--- config.mk ---
export PLATFORM = sky130hd
export DESIGN_NAME = event_subscription_match_table
export DESIGN_NICKNAME = d
export VERILOG_FILES = /design/src/sv/esmt_pkg.sv /design/src/sv/event_subscription_match_table.sv /design/src/sv/esmt_cell.sv
export SDC_FILE = /design/constraint.sdc
export NUM_CORES = 2
export LEC_CHECK = 0
export ABC_AREA = 1
export BUFFER_PORTS_ARGS = -buffer_cell sky130_fd_sc_hd__buf_2
export CAP_MARGIN = 20
export CORE_MARGIN = 5
export CORE_UTILIZATION = 35
export CTS_BUF_LIST = sky130_fd_sc_hd__clkbuf_8
export DETAILED_ROUTE_END_ITERATION = 12
export PLACE_DENSITY = 0.62
export SLEW_MARGIN = 20
export SYNTH_ARGS = -nofsm -noshare
export SYNTH_HDL_FRONTEND = slang
export SYNTH_SLANG_ARGS = --single-unit
export TNS_END_PERCENT = 10
--- constraint.sdc ---
create_clock -name clk -period 3.9 [get_ports clk]
set_input_delay 0.585 -clock clk [delete_from_list [all_inputs] [get_ports clk]]
set_output_delay 0.585 -clock clk [all_outputs]
set_load 0.005 [all_outputs]
--- src/sv/esmt_pkg.sv ---
`timescale 1ns / 1ps

package esmt_pkg;

  localparam int SLOT_COUNT_DEF = 32;
  localparam int ROUTE_COUNT    = 8;
  localparam int KEY_W          = 8;
  localparam int SLOT_IDX_W     = 5;
  localparam logic [KEY_W-1:0] WILDCARD_KEY = 8'hFF;

  localparam logic [1:0] FN_SUB       = 2'd0;
  localparam logic [1:0] FN_UNSUB     = 2'd1;
  localparam logic [1:0] FN_UNSUB_ALL = 2'd2;
  localparam logic [1:0] FN_PUB       = 2'd3;

  localparam logic [2:0] ST_OK        = 3'd0;
  localparam logic [2:0] ST_NO_MATCH  = 3'd1;
  localparam logic [2:0] ST_INVALID   = 3'd2;
  localparam logic [2:0] ST_FULL      = 3'd3;
  localparam logic [2:0] ST_NOT_FOUND = 3'd4;
  localparam logic [2:0] ST_PROTECTED = 3'd5;

  // captured input item, broadcast to every cell
  typedef struct packed {
    logic [1:0]       func;
    logic [KEY_W-1:0] domain;
    logic [KEY_W-1:0] device_key;
    logic [KEY_W-1:0] channel;
    logic [KEY_W-1:0] event_code;
    logic             inline_flag;
    logic             has_handler;
    logic [7:0]       route_bits;
    logic [7:0]       static_action;
    logic [7:0]       dynamic_action;
    logic             user_flag;
    logic [7:0]       slot_id;
  } query_t;

  // one stored subscription, 58 bits
  typedef struct packed {
    logic [KEY_W-1:0] domain;
    logic [KEY_W-1:0] device_key;
    logic [KEY_W-1:0] channel;
    logic [KEY_W-1:0] event_code;
    logic             inline_flag;
    logic [7:0]       route_bits;
    logic [7:0]       static_action;
    logic [7:0]       dynamic_action;
    logic             user_flag;
  } entry_t;

  typedef struct packed {
    logic sub_mode;   // scan looks for a free cell instead of a match
    logic pass;       // 0: inline matches, 1: queued matches
    logic tok_load;   // put the scan token on the first cell
    logic tok_adv;    // hand the token to the next cell
    logic write;      // store query in the cell holding a selected token
    logic clear_id;   // free the cell addressed by slot_id
    logic clear_user; // free every user cell
  } cell_ctl_t;

  typedef struct packed {
    logic                  token;
    logic                  sel;
    logic                  id_used;
    logic                  id_user;
    logic [SLOT_IDX_W-1:0] slot;
    logic                  inline_flag;
    logic [7:0]            route_bits;
    logic [7:0]            dynamic_action;
    logic [7:0]            static_action;
  } cell_out_t;

  typedef struct packed {
    logic [2:0]            status;
    logic [SLOT_IDX_W-1:0] slot;
    logic                  inline_flag;
    logic [7:0]            routes;
    logic [7:0]            dyn;
    logic [7:0]            stc;
    logic                  last;
  } res_t;

  function automatic logic key_hit(input logic [KEY_W-1:0] want, input logic [KEY_W-1:0] got);
    return (want == WILDCARD_KEY) || (want == got);
  endfunction

endpackage

--- src/sv/event_subscription_match_table.sv ---
// Subscription table built as a chain of SLOT_COUNT cells; a one-hot scan token walks the chain.
// Unsubscribe, unsubscribe-all-user and a rejected subscribe: result from the execute state, with no token walk.
// Subscribe: the result waits on the token walk to the lowest free cell.
// Publish: two passes, one cell per cycle unless a held match waits on an output stall.
// One item at a time; the next item is accepted once the final result is in the output register.
// Reset clears every used bit and the output valid flag at once; no clearing pass is needed.
`timescale 1ns / 1ps

module event_subscription_match_table #(
  parameter int SLOT_COUNT = esmt_pkg::SLOT_COUNT_DEF
) (
  input  logic       clk,
  input  logic       rst,
  input  logic       in_valid,
  output logic       in_ready,
  input  logic [1:0] func,
  input  logic [7:0] domain,
  input  logic [7:0] device_key,
  input  logic [7:0] channel,
  input  logic [7:0] event_code,
  input  logic       inline_flag,
  input  logic       has_handler,
  input  logic [7:0] route_bits,
  input  logic [7:0] static_action,
  input  logic [7:0] dynamic_action,
  input  logic       user_flag,
  input  logic [7:0] slot_id,
  output logic       out_valid,
  input  logic       out_ready,
  output logic [2:0] status,
  output logic [4:0] slot_index,
  output logic       match_inline,
  output logic [7:0] match_routes,
  output logic [7:0] match_dynamic_action,
  output logic [7:0] match_static_action,
  output logic       last
);
  import esmt_pkg::*;

  localparam logic [1:0] S_IDLE = 2'd0;
  localparam logic [1:0] S_EXEC = 2'd1;
  localparam logic [1:0] S_SCAN = 2'd2;
  localparam logic [1:0] S_DONE = 2'd3;

  logic [1:0] state;
  logic [1:0] state_next;
  query_t     q;
  logic       pass;
  logic       pass_next;
  logic       pend_valid;
  logic       pend_valid_next;
  res_t       pend;
  res_t       pend_next;
  res_t       o_res;
  logic       o_valid;
  logic       ld;
  res_t       ld_res;
  logic       out_free;

  cell_ctl_t  ctl;
  cell_out_t  co [SLOT_COUNT];
  logic       tin [SLOT_COUNT];

  res_t       found;
  logic       any_sel;
  logic       id_used;
  logic       id_user;
  logic       last_token;
  logic       sub_ok;
  logic       protect;
  logic       advance;

  genvar g;
  generate
    for (g = 0; g < SLOT_COUNT; g++) begin : g_cell
      if (g == 0) begin : g_head
        assign tin[g] = 1'b0;
      end else begin : g_link
        assign tin[g] = co[g-1].token;
      end
      esmt_cell #(.CELL_INDEX(g)) u_cell (
        .clk      (clk),
        .rst      (rst),
        .ctl      (ctl),
        .qry      (q),
        .token_in (tin[g]),
        .co       (co[g])
      );
    end
  endgenerate

  always_comb begin
    found   = '0;
    any_sel = 1'b0;
    id_used = 1'b0;
    id_user = 1'b0;
    for (int i = 0; i < SLOT_COUNT; i++) begin
      any_sel           = any_sel | co[i].sel;
      id_used           = id_used | co[i].id_used;
      id_user           = id_user | co[i].id_user;
      found.slot        = found.slot | co[i].slot;
      found.inline_flag = found.inline_flag | co[i].inline_flag;
      found.routes      = found.routes | co[i].route_bits;
      found.dyn         = found.dyn | co[i].dynamic_action;
      found.stc         = found.stc | co[i].static_action;
    end
    found.status = ST_OK;
    last_token   = co[SLOT_COUNT-1].token;
  end

  always_comb begin
    sub_ok = (q.has_handler || (q.route_bits != 8'd0) || (q.static_action != 8'd0) ||
              (q.dynamic_action != 8'd0)) &&
             (!q.inline_flag || (q.has_handler && (q.route_bits == 8'd0) &&
                                 (q.static_action == 8'd0) && (q.dynamic_action == 8'd0))) &&
             ((q.route_bits >> ROUTE_COUNT) == 8'd0) &&
             !(q.user_flag && q.has_handler);
    protect = q.user_flag && !id_user;
  end

  assign out_free = !o_valid || out_ready;
  assign in_ready = (state == S_IDLE);

  always_comb begin
    state_next      = state;
    pass_next       = pass;
    pend_valid_next = pend_valid;
    pend_next       = pend;
    ld              = 1'b0;
    ld_res          = '0;
    advance         = 1'b0;
    ctl             = '0;
    ctl.sub_mode    = (q.func == FN_SUB);
    ctl.pass        = pass;

    unique case (state)
      S_IDLE: begin
        if (in_valid) begin
          state_next = S_EXEC;
        end
      end
      S_EXEC: begin
        unique case (q.func)
          FN_SUB: begin
            if (!sub_ok) begin
              if (out_free) begin
                ld            = 1'b1;
                ld_res.status = ST_INVALID;
                ld_res.last   = 1'b1;
                state_next    = S_IDLE;
              end
            end else begin
              ctl.tok_load = 1'b1;
              pass_next    = 1'b0;
              state_next   = S_SCAN;
            end
          end
          FN_UNSUB: begin
            if (out_free) begin
              ld          = 1'b1;
              ld_res.last = 1'b1;
              if (!id_used) begin
                ld_res.status = ST_NOT_FOUND;
              end else if (protect) begin
                ld_res.status = ST_PROTECTED;
              end else begin
                ld_res.status = ST_OK;
                ctl.clear_id  = 1'b1;
              end
              state_next = S_IDLE;
            end
          end
          FN_UNSUB_ALL: begin
            if (out_free) begin
              ctl.clear_user = 1'b1;
              ld             = 1'b1;
              ld_res.status  = ST_OK;
              ld_res.last    = 1'b1;
              state_next     = S_IDLE;
            end
          end
          FN_PUB: begin
            ctl.tok_load    = 1'b1;
            pass_next       = 1'b0;
            pend_valid_next = 1'b0;
            state_next      = S_SCAN;
          end
        endcase
      end
      S_SCAN: begin
        if (ctl.sub_mode) begin
          if (any_sel) begin
            if (out_free) begin
              ctl.write     = 1'b1;
              ld            = 1'b1;
              ld_res.status = ST_OK;
              ld_res.slot   = found.slot;
              ld_res.last   = 1'b1;
              state_next    = S_IDLE;
            end
          end else begin
            advance = 1'b1;
          end
        end else if (any_sel) begin
          // one match is held back so the final one can carry last
          if (!pend_valid) begin
            pend_valid_next = 1'b1;
            pend_next       = found;
            advance         = 1'b1;
          end else if (out_free) begin
            ld        = 1'b1;
            ld_res    = pend;
            pend_next = found;
            advance   = 1'b1;
          end
        end else begin
          advance = 1'b1;
        end
        if (advance) begin
          if (last_token) begin
            if (!ctl.sub_mode && !pass) begin
              ctl.tok_load = 1'b1;
              pass_next    = 1'b1;
            end else begin
              state_next = S_DONE;
            end
          end else begin
            ctl.tok_adv = 1'b1;
          end
        end
      end
      S_DONE: begin
        if (out_free) begin
          ld = 1'b1;
          if (ctl.sub_mode) begin
            ld_res.status = ST_FULL;
          end else if (pend_valid) begin
            ld_res = pend;
          end else begin
            ld_res.status = ST_NO_MATCH;
          end
          ld_res.last = 1'b1;
          state_next  = S_IDLE;
        end
      end
      default: begin
        state_next = S_IDLE;
      end
    endcase
  end

  always_ff @(posedge clk) begin
    if (rst) begin
      state      <= S_IDLE;
      pass       <= 1'b0;
      pend_valid <= 1'b0;
      o_valid    <= 1'b0;
    end else begin
      state      <= state_next;
      pass       <= pass_next;
      pend_valid <= pend_valid_next;
      if (ld) begin
        o_valid <= 1'b1;
      end else if (out_ready) begin
        o_valid <= 1'b0;
      end
    end
  end

  always_ff @(posedge clk) begin
    pend <= pend_next;
    if (ld) begin
      o_res <= ld_res;
    end
    if (in_valid && in_ready) begin
      q.func           <= func;
      q.domain         <= domain;
      q.device_key     <= device_key;
      q.channel        <= channel;
      q.event_code     <= event_code;
      q.inline_flag    <= inline_flag;
      q.has_handler    <= has_handler;
      q.route_bits     <= route_bits;
      q.static_action  <= static_action;
      q.dynamic_action <= dynamic_action;
      q.user_flag      <= user_flag;
      q.slot_id        <= slot_id;
    end
  end

  assign out_valid            = o_valid;
  assign status               = o_res.status;
  assign slot_index           = o_res.slot;
  assign match_inline         = o_res.inline_flag;
  assign match_routes         = o_res.routes;
  assign match_dynamic_action = o_res.dyn;
  assign match_static_action  = o_res.stc;
  assign last                 = o_res.last;

endmodule

--- src/sv/esmt_cell.sv ---
`timescale 1ns / 1ps

module esmt_cell #(
  parameter int CELL_INDEX = 0
) (
  input  logic               clk,
  input  logic               rst,
  input  esmt_pkg::cell_ctl_t ctl,
  input  esmt_pkg::query_t   qry,
  input  logic               token_in,
  output esmt_pkg::cell_out_t co
);
  import esmt_pkg::*;

  logic   used;
  logic   token;
  entry_t ent;
  logic   key_ok;
  logic   cand;
  logic   sel;
  logic   id_hit;

  always_comb begin
    key_ok = key_hit(ent.domain, qry.domain) && key_hit(ent.device_key, qry.device_key) &&
             key_hit(ent.channel, qry.channel) && key_hit(ent.event_code, qry.event_code);
    if (ctl.sub_mode) begin
      cand = !used;
    end else begin
      cand = used && (ent.inline_flag == !ctl.pass) && key_ok;
    end
    sel    = token && cand;
    id_hit = (qry.slot_id == 8'(CELL_INDEX));
  end

  always_ff @(posedge clk) begin
    if (rst) begin
      used  <= 1'b0;
      token <= 1'b0;
    end else begin
      if (ctl.tok_load) begin
        token <= 1'(CELL_INDEX == 0);
      end else if (ctl.tok_adv) begin
        token <= token_in;
      end
      if (ctl.write && sel) begin
        used <= 1'b1;
      end else if ((ctl.clear_id && id_hit) || (ctl.clear_user && used && ent.user_flag)) begin
        used <= 1'b0;
      end
    end
  end

  always_ff @(posedge clk) begin
    if (ctl.write && sel) begin
      ent.domain         <= qry.domain;
      ent.device_key     <= qry.device_key;
      ent.channel        <= qry.channel;
      ent.event_code     <= qry.event_code;
      ent.inline_flag    <= qry.inline_flag;
      ent.route_bits     <= qry.route_bits;
      ent.static_action  <= qry.static_action;
      ent.dynamic_action <= qry.dynamic_action;
      ent.user_flag      <= qry.user_flag;
    end
  end

  // data is gated by sel so the top level can OR all cells together
  always_comb begin
    co.token          = token;
    co.sel            = sel;
    co.id_used        = id_hit && used;
    co.id_user        = id_hit && used && ent.user_flag;
    co.slot           = sel ? SLOT_IDX_W'(CELL_INDEX) : '0;
    co.inline_flag    = sel ? ent.inline_flag : 1'b0;
    co.route_bits     = sel ? ent.route_bits : '0;
    co.dynamic_action = sel ? ent.dynamic_action : '0;
    co.static_action  = sel ? ent.static_action : '0;
  end

endmodule

==> summary.txt <==
Run status -> finished with violations
Violated checks -> negative setup slack
Routability-driven placement congestion ratio -> 0.9534
Xor and xnor fraction of the mapped netlist area -> 0.07435
Util after Layout -> 0.4293
Port Buffer Count -> 108
H-tree depth -> 5
# IOs -> 109
Post-Syn Area per Cell -> 11.96 µm²
Simple-gate area share of the yosys netlist -> 0.1587
Worst hold path class -> in -> reg
Global-route wire length before repair -> 416400 µm
Crit end category -> flip-flop
Core area -> 0.2532 mm²
Worst slew margin -> 0.4388
Leak -> 38.67 nW
Avg WL per Cell -> 24.78 µm
CTS root buf -> clkbuf_8
Fin nets -> 8500
Total grt overflow -> 0
Placed cells -> 11.26k
Yosys warnings -> 0
CTS buffer count -> 357
Asr flop ratio synth -> 0
Clk buf depth -> 4
Initial Util -> 0.3507
ANT nets after route -> 0
Post-synthesis net count -> 7506
Clk pin slew, worst setup/hold paths -> 60 ps
Initial drt markers -> 7816
FF+latch count, synth -> 2058
Hold_ws -> 222.1 ps
Largest family of logic cells by synthesized area -> simple AND/OR/NAND/NOR gates
Crit Path Class -> reg -> reg
Clk_lat worst skew -> 1110 ps
Chip width -> 513.7 µm
Seq/Total Area, Yosys -> 0.6880
Max-Cap Viols -> 0
Synth unique cells -> 53
PD cells -> 416.7 mW/mm²
Post-synth EDFFs -> 1989
Post-Layout Cell Count -> 12.06k
HPWL Detailed -> 193800 µm
Die height -> 513.7 µm
Top FF cell, synth -> edfxtp_1
Vias post-DR -> 62.39k
Setup violations, final -> 41
Fraction of layout cells with a size suffix above 1 -> 0.1735
CTS tree -> yes
CP required -> 4610 ps
Initial antenna violation count -> 16
# rows -> 185
Cell Area, Synth -> 0.08882 mm²
Layout area overhead -> 22.40%
Part of the cycle the worst path needs -> 1.011
Clock skew -> 121.9 ps
Slew of the pin with the lowest slew margin -> 838.7 ps
Hold Crit Start -> route_bits[2]
Adder-cell share of the synthesized area -> 0.001268
Synth Area in Compound Gates -> 0.03759
Mux contribution to synthesized area -> 0
Residual DRC -> 0
Num Clock Sinks -> 2058
Vias in the first global route -> 59.77k
Vias per cell -> 5.175
Post-Synthesis Cells -> 7424
Final Worst Setup Slack -> -43.75 ps
RSZ-0062 raised after global routing -> true
CP startpoint kind -> flip-flop
Tot GR Track Use -> 0.2156
F_max -> 0.2536 GHz
DIE AREA -> 0.2639 mm²
Worst r2r src -> q[62]
Final hold vios -> 0
Drt total wl -> 298700 µm
Crit. Startpoint -> q[62]
Largest net degree at the start of global routing -> 51
Min Tclk post-route -> 3944 ps
Slew Viols, Final -> 0
Crit path DAT -> 4650 ps
Maximum VDD drop -> 0.3436 mV
Pre-Repair DR Iteration Count -> 6
Worst-path fanout max -> 8
## sequential cells by signal, summed over array words and instances, names as in the netlist, 2 cells and up
signal and cells:
g_cell.u_cell.token 32, match_static_action 8, match_dynamic_action 8, pend 30
q 69, g_cell.u_cell.ent 1856, match_routes 8, state 2
status 3, g_cell.u_cell.used 32, slot_index 5
## per-stage QoR
stage | total power (W) | cell area [µm²] | setup TNS [ps] | worst slack, ps
global route | 0.04691 | 108700 | -17080 | -113.1
CTS | 0.04555 | 107300 | -1529 | -42.65
detailed placement | 0.02741 | 99190 | -221340 | -288.2
global placement | 0.02737 | 99190 | -347240 | -330.2
finish | 0.04530 | 108700 | -846.8 | -43.75
floorplan | 0.02633 | 88940 | -18460 | -129.8
## area by class of cell
cell class	count	area [µm²]
repair buffers	889	10080
fillers	23100	144500
multi-input cells	4556	24720
flip-flops and latches	2058	61110
diodes	15	37.54
clock buffers	364	5010
clock inverters	253	1313
inverters	556	2225
well taps	3366	4212
## synthesized netlist by cell type (2+ instances only)
| master | instances | area [µm²] |
|---|---|---|
| a2111oi_0 | 5 | 43.79 |
| a211oi_1 | 38 | 285.3 |
| a21oi_1 | 56 | 280.3 |
| a221oi_1 | 90 | 788.3 |
| a22o_1 | 78 | 683.2 |
| a31oi_1 | 2 | 12.51 |
| a32o_1 | 5 | 50.05 |
| and3_1 | 3 | 18.77 |
| buf_1 | 12 | 45.04 |
| buf_12 | 3 | 60.06 |
| buf_2 | 58 | 290.3 |
| buf_4 | 84 | 630.6 |
| buf_6 | 11 | 123.9 |
| clkbuf_1 | 86 | 322.8 |
| clkinv_1 | 9 | 33.78 |
| dfxtp_1 | 69 | 1381 |
| edfxtp_1 | 1989 | 59730 |
| ha_1 | 9 | 112.6 |
| inv_1 | 529 | 1986 |
| inv_2 | 18 | 67.56 |
| nand2_1 | 2038 | 7650 |
| nand2_2 | 7 | 43.79 |
| nand2_4 | 4 | 45.04 |
| nand3_1 | 282 | 1411 |
| nand4_1 | 274 | 1714 |
| nor2_1 | 460 | 1727 |
| nor2_2 | 33 | 206.5 |
| nor2_4 | 2 | 22.52 |
| nor3_1 | 65 | 325.3 |
| nor3b_1 | 19 | 142.6 |
| nor4_1 | 15 | 93.84 |
| o2111ai_1 | 2 | 17.52 |
| o211ai_1 | 15 | 112.6 |
| o21ai_0 | 119 | 595.6 |
| o21ai_1 | 37 | 185.2 |
| o21bai_1 | 25 | 187.7 |
| o31ai_1 | 2 | 15.01 |
| or2_0 | 48 | 300.3 |
| or2_1 | 19 | 118.9 |
| or2_2 | 38 | 237.7 |
| xnor2_1 | 754 | 6604 |
## path summary, 6_finish.rpt
kind,endpoint,slack [ps],depth (start not counted)
max,g_cell[20].u_cell.ent[55],-40,25
min,q[27],220,2
max reg2reg,g_cell[20].u_cell.ent[55],-40,25
min reg2reg,pass,500,2
## layout by cell type, fill, tap and decap left out, types with 48 or more instances in the layout
| cell | instances |
|---|---|
| nand2_2 | 70 |
| dfxtp_1 | 68 |
| or2_0 | 48 |
| nand2_1 | 1966 |
| a221oi_1 | 89 |
| nand3_1 | 259 |
| nand4_1 | 274 |
| a21oi_1 | 56 |
| clkbuf_8 | 364 |
| buf_4 | 431 |
| a22o_1 | 78 |
| o21ai_0 | 119 |
| xnor2_1 | 750 |
| clkinv_1 | 87 |
| nor2_1 | 453 |
| edfxtp_1 | 1989 |
| buf_12 | 197 |
| dlygate4sd3_1 | 72 |
| buf_2 | 108 |
| nor3_1 | 65 |
| inv_1 | 610 |
## timing repair
item                                    4_1_cts  5_1_grt
endpoints found under the setup margin     1868     1874
pin swaps                                     5       32
endpoints found under the hold margin        73        0
gates resized for setup                      82      135
setup buffers                                26       34
hold buffers                                 72        0
cloned                                       14       24
## critical path, cell delays in order (launching register included)
cell,delay [ps]
edfxtp_1,380
buf_6,160
buf_12,150
buf_16,160
xnor2_1,160
nand2_1,70
nor2_1,120
nand2_1,60
nand2_1,140
nand3_1,190
o21ai_1,220
nand2_1,180
nand2_1,90
nor2_1,40
nand2_1,70
nor2_2,60
nand2_4,90
nand2_4,60
nor2_4,180
buf_12,150
buf_16,130
buf_6,100
nand2_4,50
clkinvlp_4,90
buf_12,210
buf_16,190
## logic make-up (layout without fill, tap and decap cells)
kind of cell,count (synthesis),count (layout)
AO/OA/AOI/OAI,483,483
flip-flops,2058,2058
XOR/XNOR,754,754
buffers and inverters,810,2062
other,0,15
adder cells (fa/ha/maj),9,9
AND/OR/NAND/NOR,3310,3310
## where the power goes
group	total [W]	switching [W]	internal, W
Combinational	0.00267	0.00166	0.00102
Sequential	0.0245	0.0000857	0.0244
Clock	0.0181	0.00885	0.00929
Total	0.0453	0.0106	0.0347
## routing by layer
layer	GRT usage	share of wire	wire [µm]
met3	0.04982	0.11	32360
met1	0.2923	0.40	119200
met5	0	0	0
met2	0.3323	0.45	133100
met4	0.09364	0.047	14100
Note: power is estimated with default switching activity, not from simulation.
